--- config.mk ---
export PLATFORM = sky130hd
export DESIGN_NAME = windowed_traffic_rate_meter
export DESIGN_NICKNAME = d
export VERILOG_FILES = /design/src/wtrm_pkg.sv /design/src/windowed_traffic_rate_meter.sv /design/src/wtrm_div.sv
export SDC_FILE = /design/constraint.sdc
export NUM_CORES = 2
export LEC_CHECK = 0
export ABC_CLOCK_PERIOD_IN_PS = 22400
export BUFFER_PORTS_ARGS = -buffer_cell sky130_fd_sc_hd__buf_2
export CORE_MARGIN = 2
export CORE_UTILIZATION = 62
export CTS_BUF_LIST = sky130_fd_sc_hd__clkbuf_8
export DETAILED_ROUTE_END_ITERATION = 7
export HOLD_SLACK_MARGIN = 0.1
export PLACE_DENSITY = 0.79
export SYNTH_ARGS = -nofsm -noshare
export SYNTH_HDL_FRONTEND = slang
export SYNTH_HIERARCHICAL = 1
export SYNTH_SLANG_ARGS = --single-unit
--- constraint.sdc ---
create_clock -name clk -period 22.4 [get_ports clk]
set_input_delay 2.24 -clock clk [delete_from_list [all_inputs] [get_ports clk]]
set_output_delay 2.24 -clock clk [all_outputs]
set_load 0.02 [all_outputs]
--- src/wtrm_pkg.sv ---
// ----------------------------------------------------------------------------
// wtrm_pkg: shared types and constants of the traffic rate meter
// Payload structs, register indexes, field widths and divider status.
// ----------------------------------------------------------------------------
package wtrm_pkg;

  localparam int MAX_WINDOW_DEF = 16;

  localparam int DEV_W      = 8;
  localparam int CNT_W      = 48;
  localparam int PM_W       = 16;
  localparam int WIN_W      = 5;
  localparam int CFG_IDX_W  = 2;
  localparam int CFG_DATA_W = 48;

  // Divider operands: (49-bit value) * 1000 over a 49-bit divisor
  localparam int DIV_DEN_W = CNT_W + 1;
  localparam int DIV_NUM_W = DIV_DEN_W + 10;

  localparam logic [WIN_W-1:0] WIN_RESET = 5'd3;

  // Configuration register indexes
  localparam logic [CFG_IDX_W-1:0] REG_WINDOW_SAMPLES = 2'd0;
  localparam logic [CFG_IDX_W-1:0] REG_MAX_IN_RATE    = 2'd1;
  localparam logic [CFG_IDX_W-1:0] REG_MAX_OUT_RATE   = 2'd2;

  typedef struct packed {
    logic [DEV_W-1:0] device_id;
    logic [CNT_W-1:0] in_bytes;
    logic [CNT_W-1:0] out_bytes;
    logic [CNT_W-1:0] time_ms;
  } sample_t;

  typedef struct packed {
    logic [CNT_W-1:0] in_total;
    logic [CNT_W-1:0] out_total;
    logic [CNT_W-1:0] in_rate;
    logic [CNT_W-1:0] out_rate;
    logic [PM_W-1:0]  in_permille;
    logic [PM_W-1:0]  out_permille;
    logic [PM_W-1:0]  total_permille;
  } result_t;

  typedef struct packed {
    logic busy;
    logic done;
  } div_status_t;

endpackage

--- src/windowed_traffic_rate_meter.sv ---
// ----------------------------------------------------------------------------
// windowed_traffic_rate_meter: sliding window traffic rate meter
// Holds the newest counter samples in a ring and reports totals, rates and
// permille of link capacity for every request.
// ----------------------------------------------------------------------------
// One request is taken at a time. It passes the ring steps in order (accept,
// drop of old samples, store and read of the oldest, span check), then runs
// five jobs: in rate, out rate, in, out and total permille. A job that has a
// division spends almost all of its time in the shared bit-serial divider; a
// job whose result is zero skips the divider. The result waits in an output
// register, and the next request is accepted while it waits. Configuration
// is written through a plain write port; window_samples is clamped to
// 1..MAX_WINDOW when used.
// ----------------------------------------------------------------------------
module windowed_traffic_rate_meter #(
  parameter int MAX_WINDOW = wtrm_pkg::MAX_WINDOW_DEF
) (
  input  logic                              clk,
  input  logic                              rst,
  input  logic                              in_valid,
  output logic                              in_ready,
  input  wtrm_pkg::sample_t                 in_data,
  output logic                              out_valid,
  input  logic                              out_ready,
  output wtrm_pkg::result_t                 out_data,
  input  logic                              cfg_we,
  input  logic [wtrm_pkg::CFG_IDX_W-1:0]    cfg_index,
  input  logic [wtrm_pkg::CFG_DATA_W-1:0]   cfg_data
);
  import wtrm_pkg::*;

  localparam int IDX_W  = $clog2(MAX_WINDOW);
  localparam int FILL_W = $clog2(MAX_WINDOW + 1);
  localparam int SUM_W  = FILL_W + 1;
  localparam int CMP_W  = (FILL_W > WIN_W) ? FILL_W : WIN_W;

  typedef enum logic [8:0] {
    S_IDLE  = 9'b000000001,
    S_RING  = 9'b000000010,
    S_WRITE = 9'b000000100,
    S_CHECK = 9'b000001000,
    S_PREP  = 9'b000010000,
    S_MUL   = 9'b000100000,
    S_DIV   = 9'b001000000,
    S_OUT   = 9'b010000000,
    S_NEXT  = 9'b100000000
  } state_t;

  typedef enum logic [2:0] {
    J_IN_RATE,
    J_OUT_RATE,
    J_IN_PM,
    J_OUT_PM,
    J_TOT_PM
  } job_t;

  // configuration
  logic [WIN_W-1:0] cfg_win;
  logic [CNT_W-1:0] max_in;
  logic [CNT_W-1:0] max_out;

  // control
  state_t           state;
  job_t             job;
  logic [IDX_W-1:0] ring_head;
  logic [FILL_W-1:0] ring_fill;

  // ring memory and sample registers
  sample_t ring_mem [MAX_WINDOW];
  sample_t smp_new;
  sample_t smp_old;

  // span of the window
  logic             span_ok;
  logic             in_fell;
  logic             out_fell;
  logic [CNT_W-1:0] delta_in;
  logic [CNT_W-1:0] delta_out;
  logic [CNT_W-1:0] dt;

  // job operands and results
  logic [DIV_DEN_W-1:0] mul_x;
  logic [DIV_DEN_W-1:0] div_den;
  logic                 job_ok;
  logic [DIV_NUM_W-1:0] div_num;
  logic                 div_start;
  div_status_t          div_stat;
  logic [DIV_NUM_W-1:0] div_quot;
  logic                 job_go;
  logic                 job_wr;
  logic [DIV_NUM_W-1:0] job_q;

  logic [CNT_W-1:0] in_rate;
  logic [CNT_W-1:0] out_rate;
  logic [PM_W-1:0]  in_pm;
  logic [PM_W-1:0]  out_pm;
  logic [PM_W-1:0]  tot_pm;

  // window arithmetic
  logic [CMP_W-1:0]  win_ext;
  logic [CMP_W-1:0]  win_max;
  logic [CMP_W-1:0]  win_clamp;
  logic [FILL_W-1:0] win;
  logic [SUM_W-1:0]  head_sum;
  logic [SUM_W-1:0]  slot_sum;
  logic [IDX_W-1:0]  slot;

  logic [CNT_W:0] sub_in;
  logic [CNT_W:0] sub_out;

  function automatic logic [IDX_W-1:0] wrap_idx(input logic [SUM_W-1:0] s);
    logic [SUM_W-1:0] r;
    r = (s >= SUM_W'(MAX_WINDOW)) ? s - SUM_W'(MAX_WINDOW) : s;
    return r[IDX_W-1:0];
  endfunction

  // 1000 = 1024 - 16 - 8
  function automatic logic [DIV_NUM_W-1:0] times_1000(input logic [DIV_DEN_W-1:0] x);
    return {x, 10'b0} - {6'b0, x, 4'b0} - {7'b0, x, 3'b0};
  endfunction

  function automatic logic [CNT_W-1:0] sat_cnt(input logic [DIV_NUM_W-1:0] q);
    return (q[DIV_NUM_W-1:CNT_W] != '0) ? {CNT_W{1'b1}} : q[CNT_W-1:0];
  endfunction

  function automatic logic [PM_W-1:0] sat_pm(input logic [DIV_NUM_W-1:0] q);
    return (q[DIV_NUM_W-1:PM_W] != '0) ? {PM_W{1'b1}} : q[PM_W-1:0];
  endfunction

  assign in_ready = (state == S_IDLE);

  always_comb begin
    win_ext   = CMP_W'(cfg_win);
    win_max   = CMP_W'(MAX_WINDOW);
    win_clamp = (win_ext == '0) ? CMP_W'(1) :
                (win_ext > win_max) ? win_max : win_ext;
    win       = win_clamp[FILL_W-1:0];
    head_sum  = SUM_W'(ring_head) + SUM_W'(ring_fill - win) + SUM_W'(1);
    slot_sum  = SUM_W'(ring_head) + SUM_W'(ring_fill);
    slot      = wrap_idx(slot_sum);
  end

  assign sub_in  = {1'b0, smp_new.in_bytes}  - {1'b0, smp_old.in_bytes};
  assign sub_out = {1'b0, smp_new.out_bytes} - {1'b0, smp_old.out_bytes};

  assign div_num   = times_1000(mul_x);
  assign job_go    = job_ok && (div_den != '0);
  assign div_start = (state == S_MUL) && job_go;
  assign job_wr    = ((state == S_MUL) && !job_go) || ((state == S_DIV) && div_stat.done);
  assign job_q     = (state == S_DIV) ? div_quot : '0;

  wtrm_div u_div (
    .clk    (clk),
    .rst    (rst),
    .start  (div_start),
    .num    (div_num),
    .den    (div_den),
    .status (div_stat),
    .quot   (div_quot)
  );

  // configuration writes
  always_ff @(posedge clk) begin
    if (rst) begin
      cfg_win <= WIN_RESET;
      max_in  <= '0;
      max_out <= '0;
    end else if (cfg_we) begin
      unique case (cfg_index)
        REG_WINDOW_SAMPLES: cfg_win <= cfg_data[WIN_W-1:0];
        REG_MAX_IN_RATE:    max_in  <= cfg_data[CNT_W-1:0];
        REG_MAX_OUT_RATE:   max_out <= cfg_data[CNT_W-1:0];
        default: ;
      endcase
    end
  end

  // sequencer
  always_ff @(posedge clk) begin
    if (rst) begin
      state     <= S_IDLE;
      job       <= J_IN_RATE;
      ring_head <= '0;
      ring_fill <= '0;
      out_valid <= 1'b0;
    end else begin
      if ((state == S_OUT) && (!out_valid || out_ready)) begin
        out_valid <= 1'b1;
      end else if (out_valid && out_ready) begin
        out_valid <= 1'b0;
      end
      unique case (state)
        S_IDLE: begin
          if (in_valid) begin
            state <= S_RING;
          end
        end
        S_RING: begin
          // drop the oldest samples until fewer than the window remain
          if (ring_fill >= win) begin
            ring_head <= wrap_idx(head_sum);
            ring_fill <= win - FILL_W'(1);
          end
          state <= S_WRITE;
        end
        S_WRITE: begin
          ring_fill <= ring_fill + FILL_W'(1);
          state     <= S_CHECK;
        end
        S_CHECK: begin
          job   <= J_IN_RATE;
          state <= S_PREP;
        end
        S_PREP: state <= S_MUL;
        S_MUL: begin
          state <= job_go ? S_DIV : S_NEXT;
        end
        S_DIV: begin
          if (div_stat.done) begin
            state <= S_NEXT;
          end
        end
        S_NEXT: begin
          if (job == J_TOT_PM) begin
            state <= S_OUT;
          end else begin
            job   <= job_t'(job + 3'd1);
            state <= S_PREP;
          end
        end
        S_OUT: begin
          // hold until the previous result has been taken
          if (!out_valid || out_ready) begin
            state <= S_IDLE;
          end
        end
        default: state <= S_IDLE;
      endcase
    end
  end

  // ring store and read of the oldest sample
  always_ff @(posedge clk) begin
    if (state == S_WRITE) begin
      ring_mem[slot] <= smp_new;
      smp_old        <= ring_mem[ring_head];
    end
  end

  // datapath
  always_ff @(posedge clk) begin
    if (in_valid && in_ready) begin
      smp_new <= in_data;
    end
    if (state == S_CHECK) begin
      span_ok   <= (ring_fill >= FILL_W'(2)) &&
                   (smp_old.device_id == smp_new.device_id) &&
                   (smp_new.time_ms > smp_old.time_ms);
      dt        <= smp_new.time_ms - smp_old.time_ms;
      delta_in  <= sub_in[CNT_W-1:0];
      in_fell   <= sub_in[CNT_W];
      delta_out <= sub_out[CNT_W-1:0];
      out_fell  <= sub_out[CNT_W];
    end
    if (state == S_PREP) begin
      case (job)
        J_IN_RATE: begin
          mul_x   <= {1'b0, delta_in};
          div_den <= {1'b0, dt};
          job_ok  <= span_ok && !in_fell;
        end
        J_OUT_RATE: begin
          mul_x   <= {1'b0, delta_out};
          div_den <= {1'b0, dt};
          job_ok  <= span_ok && !out_fell;
        end
        J_IN_PM: begin
          mul_x   <= {1'b0, in_rate};
          div_den <= {1'b0, max_in};
          job_ok  <= 1'b1;
        end
        J_OUT_PM: begin
          mul_x   <= {1'b0, out_rate};
          div_den <= {1'b0, max_out};
          job_ok  <= 1'b1;
        end
        default: begin
          mul_x   <= {1'b0, in_rate} + {1'b0, out_rate};
          div_den <= {1'b0, max_in} + {1'b0, max_out};
          job_ok  <= 1'b1;
        end
      endcase
    end
    if (job_wr) begin
      case (job)
        J_IN_RATE:  in_rate  <= sat_cnt(job_q);
        J_OUT_RATE: out_rate <= sat_cnt(job_q);
        J_IN_PM:    in_pm    <= sat_pm(job_q);
        J_OUT_PM:   out_pm   <= sat_pm(job_q);
        default:    tot_pm   <= sat_pm(job_q);
      endcase
    end
    if ((state == S_OUT) && (!out_valid || out_ready)) begin
      out_data <= '{in_total:       smp_new.in_bytes,
                    out_total:      smp_new.out_bytes,
                    in_rate:        in_rate,
                    out_rate:       out_rate,
                    in_permille:    in_pm,
                    out_permille:   out_pm,
                    total_permille: tot_pm};
    end
  end

`ifndef SYNTHESIS
  a_div_idle_on_start: assert property (@(posedge clk) disable iff (rst)
    div_start |-> !div_stat.busy)
    else $error("divider started while busy");

  a_ring_bounds: assert property (@(posedge clk) disable iff (rst)
    (SUM_W'(ring_head) < SUM_W'(MAX_WINDOW)) && (ring_fill <= FILL_W'(MAX_WINDOW)))
    else $error("ring head or fill out of range");

  a_out_from_load: assert property (@(posedge clk) disable iff (rst)
    $rose(out_valid) |-> $past(state == S_OUT))
    else $error("result raised outside the output load");

  a_fill_after_store: assert property (@(posedge clk) disable iff (rst)
    (state == S_CHECK) |-> (ring_fill != '0))
    else $error("ring empty after storing a sample");
`endif

endmodule

--- src/wtrm_div.sv ---
// ----------------------------------------------------------------------------
// wtrm_div: bit-serial restoring divider
// One quotient bit per cycle; the dividend shifts out of the top of the work
// register while quotient bits shift in at the bottom.
// ----------------------------------------------------------------------------
module wtrm_div (
  input  logic                             clk,
  input  logic                             rst,
  input  logic                             start,
  input  logic [wtrm_pkg::DIV_NUM_W-1:0]   num,
  input  logic [wtrm_pkg::DIV_DEN_W-1:0]   den,
  output wtrm_pkg::div_status_t            status,
  output logic [wtrm_pkg::DIV_NUM_W-1:0]   quot
);
  import wtrm_pkg::*;

  localparam int STEP_W = $clog2(DIV_NUM_W + 1);

  logic [DIV_NUM_W-1:0] work;
  logic [DIV_DEN_W-1:0] rem;
  logic [DIV_DEN_W-1:0] den_r;
  logic [STEP_W-1:0]    steps;
  logic                 busy;
  logic                 done;

  logic [DIV_DEN_W:0]   trial;
  logic [DIV_DEN_W+1:0] diff;
  logic                 borrow;

  assign trial  = {rem, work[DIV_NUM_W-1]};
  assign diff   = {1'b0, trial} - {2'b00, den_r};
  assign borrow = diff[DIV_DEN_W+1];

  always_ff @(posedge clk) begin
    if (rst) begin
      busy  <= 1'b0;
      done  <= 1'b0;
      steps <= '0;
    end else begin
      done <= !start && busy && (steps == STEP_W'(1));
      if (start) begin
        busy  <= 1'b1;
        steps <= STEP_W'(DIV_NUM_W);
      end else if (busy) begin
        steps <= steps - 1'b1;
        if (steps == STEP_W'(1)) begin
          busy <= 1'b0;
        end
      end
    end
  end

  always_ff @(posedge clk) begin
    if (start) begin
      work  <= num;
      den_r <= den;
      rem   <= '0;
    end else if (busy) begin
      // keep the remainder below the divisor: it then fits the narrow register
      rem  <= borrow ? trial[DIV_DEN_W-1:0] : diff[DIV_DEN_W-1:0];
      work <= {work[DIV_NUM_W-2:0], ~borrow};
    end
  end

  assign status = '{busy: busy, done: done};
  assign quot   = work;

endmodule
# Word-level counts from Yosys, hierarchy flattened

Memories as Yosys holds them, arrays and structs flattened. A register that Yosys moved wholly into a read port is not among the register bits.
Index checks and enable logic that the tools add are counted.

Memories: 1
Input port bits: 207
Register bits after elaboration: 1070
RAM bits: 2432
Output and inout port bits: 242

Bitwise logic cells: 2
Add/sub/neg operators: 18
$lt $le $gt $ge: 6
Reduce and logical (&&, ||, !) cells: 45
Multiplexer cells: 32
Equal/unequal tests: 22

Memory list:

| name     | depth | width | rd ports | clocked after Yosys merged registers in | write ports | line                              | text |
|---|---|---|---|---|---|---|---|
| ring_mem | 16    | 152   | 1        | 1                                       | 1           | windowed_traffic_rate_meter.sv:69 | `sample_t ring_mem [MAX_WINDOW];` |

Operators with widths:

| cell                                                                                 | count |
|---|---|
| 49-bit case mux with 4 select lines                                                  | 1 |
| 59-bit two-way mux                                                                   | 3 |
| 49-bit case mux with 3 select lines                                                  | 1 |
| 48-bit by 48-bit adder with 49-bit output                                            | 2 |
| 48-bit by 48-bit subtractor with 49-bit output                                       | 2 |
| 9-bit case mux with 9 select lines                                                   | 1 |
| 59-bit by 52-bit subtractor with 59-bit output                                       | 1 |
| 59-bit by 53-bit subtractor with 59-bit output                                       | 1 |
| 50-bit by 49-bit subtractor with 51-bit output                                       | 1 |
| 49-bit two-way mux                                                                   | 1 |
| 49-bit nonzero test                                                                  | 1 |
| 48-bit > comparator                                                                  | 1 |
| 48-bit two-way mux                                                                   | 1 |
| 48-bit subtractor                                                                    | 1 |
| 43-bit nonzero test                                                                  | 1 |
| 9-bit two-way mux                                                                    | 4 |
| 2-bit AND reduction                                                                  | 11 |
| 16-bit two-way mux                                                                   | 1 |
| 5-bit two-way mux                                                                    | 3 |
| 1-bit logical AND                                                                    | 13 |
| 6-bit by 5-bit greater-or-equal comparator with 1-bit output (second input constant) | 2 |
| 6-bit two-way mux                                                                    | 2 |
| 11-bit nonzero test                                                                  | 1 |
| 5-bit case mux with 2 select lines                                                   | 1 |
| 46 further kinds                                                                     | 68 |

# Logic depth before layout (Yosys ltp)

Depth after elaboration: 8
Depth in mapped cells: 15
Mapped depth without buffers: 15

# Modules after synthesis

Netlist, hierarchy kept.

By module, submodules not included:

| module                      | area each (um2) | times used | sequential area each (um2) | cells an instance |
|---|---|---|---|---|
| windowed_traffic_rate_meter | 144851.4        | 1          | 103539.3                   | 8134 |
| wtrm_div                    | 9262.6          | 1          | 4384.2                     | 908 |

# Worst setup path after synthesis

OpenSTA, ideal clock, no wires.

Kind: register -> register
Start point: register state[8]
End point: register job[0]
Clock period less this slack: 17.399 ns
Stages on the path, launching flop included: 8
Buffers on the path: 0
Path slack: 5.001 ns
Arrival: 17.265 ns
Cell sequence: dfxtp_1 -> nor2_1 -> nand2_1 -> nor3_1 -> nor4bb_1 -> nor2_1 -> mux2i_1 -> nor2_1

Longest elaborated chain between the ends: 3

RTL lines:

| item                                                                                  | line                               | text |
|---|---|---|
| start: declaration                                                                    | windowed_traffic_rate_meter.sv:63  | `state_t state;` |
| start signal: assignment                                                              | windowed_traffic_rate_meter.sv:216 | `state <= job_go ? S_DIV : S_NEXT;` |
| 9-bit equality test or 9-bit by 4-bit equality test with 1-bit output (tied branches) | windowed_traffic_rate_meter.sv:192 | `unique case (state)` |
| 2-bit != test (no source line) or 2-bit nonzero test (tied branches)                  | n/a                                |  |
| 2-bit AND reduction (no source line)                                                  | n/a                                |  |
| end signal: assignment                                                                | windowed_traffic_rate_meter.sv:227 | `job <= job_t'(job + 3'd1);` |
| end: declaration                                                                      | windowed_traffic_rate_meter.sv:64  | `job_t job;` |

Several ways; a longest one is shown, not always the timed one.
A chain may end at the register's enable or synchronous reset.

# Final worst setup path

Start point: register state[4]
End point: memory ring_mem[6][86] (netlist bit), enable pin

Longest elaborated chain between the ends: 3

RTL lines:

| item                                           | line                               | text |
|---|---|---|
| 9-bit by 3-bit equality test with 1-bit output | windowed_traffic_rate_meter.sv:244 | `if (state == S_WRITE) begin` |
| 1-bit two-way mux                              | windowed_traffic_rate_meter.sv:244 |  |
| 1-bit two-way mux (implied by the code)        | windowed_traffic_rate_meter.sv:245 | `ring_mem[slot] <= smp_new;` |
| end: declaration                               | windowed_traffic_rate_meter.sv:69  |  |

Every way passes these cells.

==> reports/qor.csv <==
metric;value;unit
GR Layer Usage met1;44.8;%
design area;171000;µm²
worst-margin pin slew;1.23;ns
WP data arrival;6.92;ns
Pwr Total;13.8;mW
Fill cells;15363;
Buffers on Ports;448;
Vias;88668;
GRT busiest layer;met2;
HP Class;flip-flop to flip-flop;
initial antenna violation count;36;
run status;finished with violations;
R2R depth;8;
reg2reg end;ring_mem[6][86];
critical path type;flip-flop to flip-flop;
Fin. Hold Viols;0;
Vert. Die Dim;503;µm
P_int;10.6;mW
LEAKAGE;57.7;nW
gpl congestion;0.931;
Worst Skew;0.0889;ns
final setup vio count;0;
Critical Path RT;23.10;ns
Setup crit end kind;flip-flop;
Max Fclk;161;MHz
HPWL Detailed;241000;µm
Hold EP;out_data[22];
Ports;449;
fin. max-slew vios;0;
GRT Resource Usage Total;30.8;%
Hold Path Depth;0;
Via density;6.53;
failing checks;DRC;
Post-DRT Antenna Nets;0;
Switch Pwr;3.23;mW
vias in the first global route;87301;
area of the multi-input gates;43500;µm²
Routed WL;391000;µm
Overflow after GRT;0;
DIE WIDTH;503;µm
Post-CTS Setup Inserts;0;
area grow syn2layout;10.9;%
worst r2r src;state[4];
Seq pwr share;56.6;%
Root Driver;clkbuf_8;
hold path start;out_pm[6];
hold_buf cts;0;
reg-to-reg slack, setup;16.18;ns
TritonCTS buffer count;580;
Comb power frac;5.6;%
Pre-Repair DR Iteration Count;8;
post-layout min period;6.22;ns
Core ar.;248000;µm²
GR Util met2;47.1;%
biggest fanout along the worst timing path;81;
maxcap violations;0;
die footprint;253000;µm²
Reg clk slew, reported paths;0.06;ns
Gate Count Post-Synth;9041;
IR drop worst, VDD;0.0798;mV
RSZ-0062 raised after global routing;no;
yosys warns;6;
Initial Util;62.1;%
share of layout cells above drive strength 1;21.3;%
fin crit share;27.7;%
CP startpoint kind;flip-flop;
CTS resizes;0;
Max-slew headroom;18.2;%
Sw Ratio;23.4;%
Max Buffers Root-to-Sink;4;
largest net degree at the start of global routing;146;
initial DRC count;12144;
Final #Nets;10455;
Worst-Skew Late Latency;1.13;ns
Clock Sinks;3654;
synthesized area;154000;µm²
Mapped Avg Cell Area;17.0;µm²
routed len/inst;28.8;µm
setup_tns;0;ns
CTS tree;done;
P per Cell Area;80.7;nW/µm²
clock share of power;37.8;%
GR Layer Usage met3;7.66;%
# DRC;11;
final hold slack;0.395;ns
FF+latch area;108000;µm²
first-pass GRT wire length;569000;µm
Clock H-tree levels;6;
Cell Area, Placed;161000;µm²
Rows;183;
worst max path at each step:
| stage | cells after the start | end | slack [ns] | start |
|---|---|---|---|---|
| 2_1_floorplan | 7 | job[0] | 5.00 | state[8] |
| 3_3_place_gp | 8 | ring_mem[6][117] | 16.37 | state[4] |
| 3_5_place_dp | 8 | ring_mem[3][30] | 16.34 | state[4] |
| 4_1_cts | 8 | ring_mem[3][86] | 16.25 | state[4] |
| 5_1_grt | 8 | ring_mem[3][86] | 15.92 | state[4] |
| 6_report | 8 | ring_mem[6][86] | 16.18 | state[4] |
layout by cell type, fill, tap and decap left out, types with 70 or more instances in the layout:
cell      instances
a211oi_1         76
a21o_1          202
a21oi_1         497
a31oi_1          70
buf_2           447
buf_4           141
clkbuf_8        597
clkinv_1        123
dfxtp_1         175
edfxtp_1       3474
ha_1            374
inv_1           528
mux4_2          742
nand2_1         515
nand3_1          85
nand4_1          78
nor2_1          420
o21ai_0         231
xnor2_1         198
xor2_1          135
layer usage:
layer | wire length [µm] | share of wire, %
met5 | 301 | 0.077
met4 | 9870 | 2.5
met3 | 48300 | 12
met2 | 181000 | 46
met1 | 151000 | 39
registers in the layout, indices dropped and copies added (netlist names), 6 cells and up:
signal and cells:
delta_in 48, delta_out 48, div_den 49, dt 48
in_pm 16, in_rate 48, max_in 48, max_out 48
mul_x 49, out_data 240, out_pm 16, out_rate 48
ring_mem 2432, smp_new 152, smp_old 152, state 9
tot_pm 16, u_div/den_r 49, u_div/quot 59, u_div/rem 49
u_div/steps 6
metrics by stage:
stage               setup WS [ns]  instances  utilization (%)
detailed placement          16.34      12569             64.7
floorplan                    5.00       9043                -
global route                15.92      13572             68.9
finish                      16.18      13576             68.9
global placement            16.37      12569             64.7
CTS                         16.25      13569             68.9
layout make-up:
class,instances,area share (%)
tap,3330,2.44
inverter,351,0.775
timing repair buffer,601,2.08
clock inverter,403,1.28
multi-input combinational,4633,25.5
antenna,7,0.0102
sequential,3654,63.1
clock buffer,597,4.81
power groups by stage:
stage                     Combinational (mW)  Sequential, mW  Clock [mW]
final                                  0.776            7.81        5.21
after global routing                   0.833            7.81        5.56
after CTS                              0.759            7.80        5.28
after detailed placement               0.755            7.94           0
after global placement                 0.738            7.93           0
after floorplan                        0.445            7.89           0
critical path, cell delays in order (launching register included):
cell      delay [ns]
dfxtp_1         0.36
nor4_1          0.35
nor2b_1         0.27
nand4b_1        0.58
inv_8           0.92
nand3b_1        0.53
nor2_4          0.97
buf_4           0.89
buf_4           0.80
(Power assumes the default switching activity.)
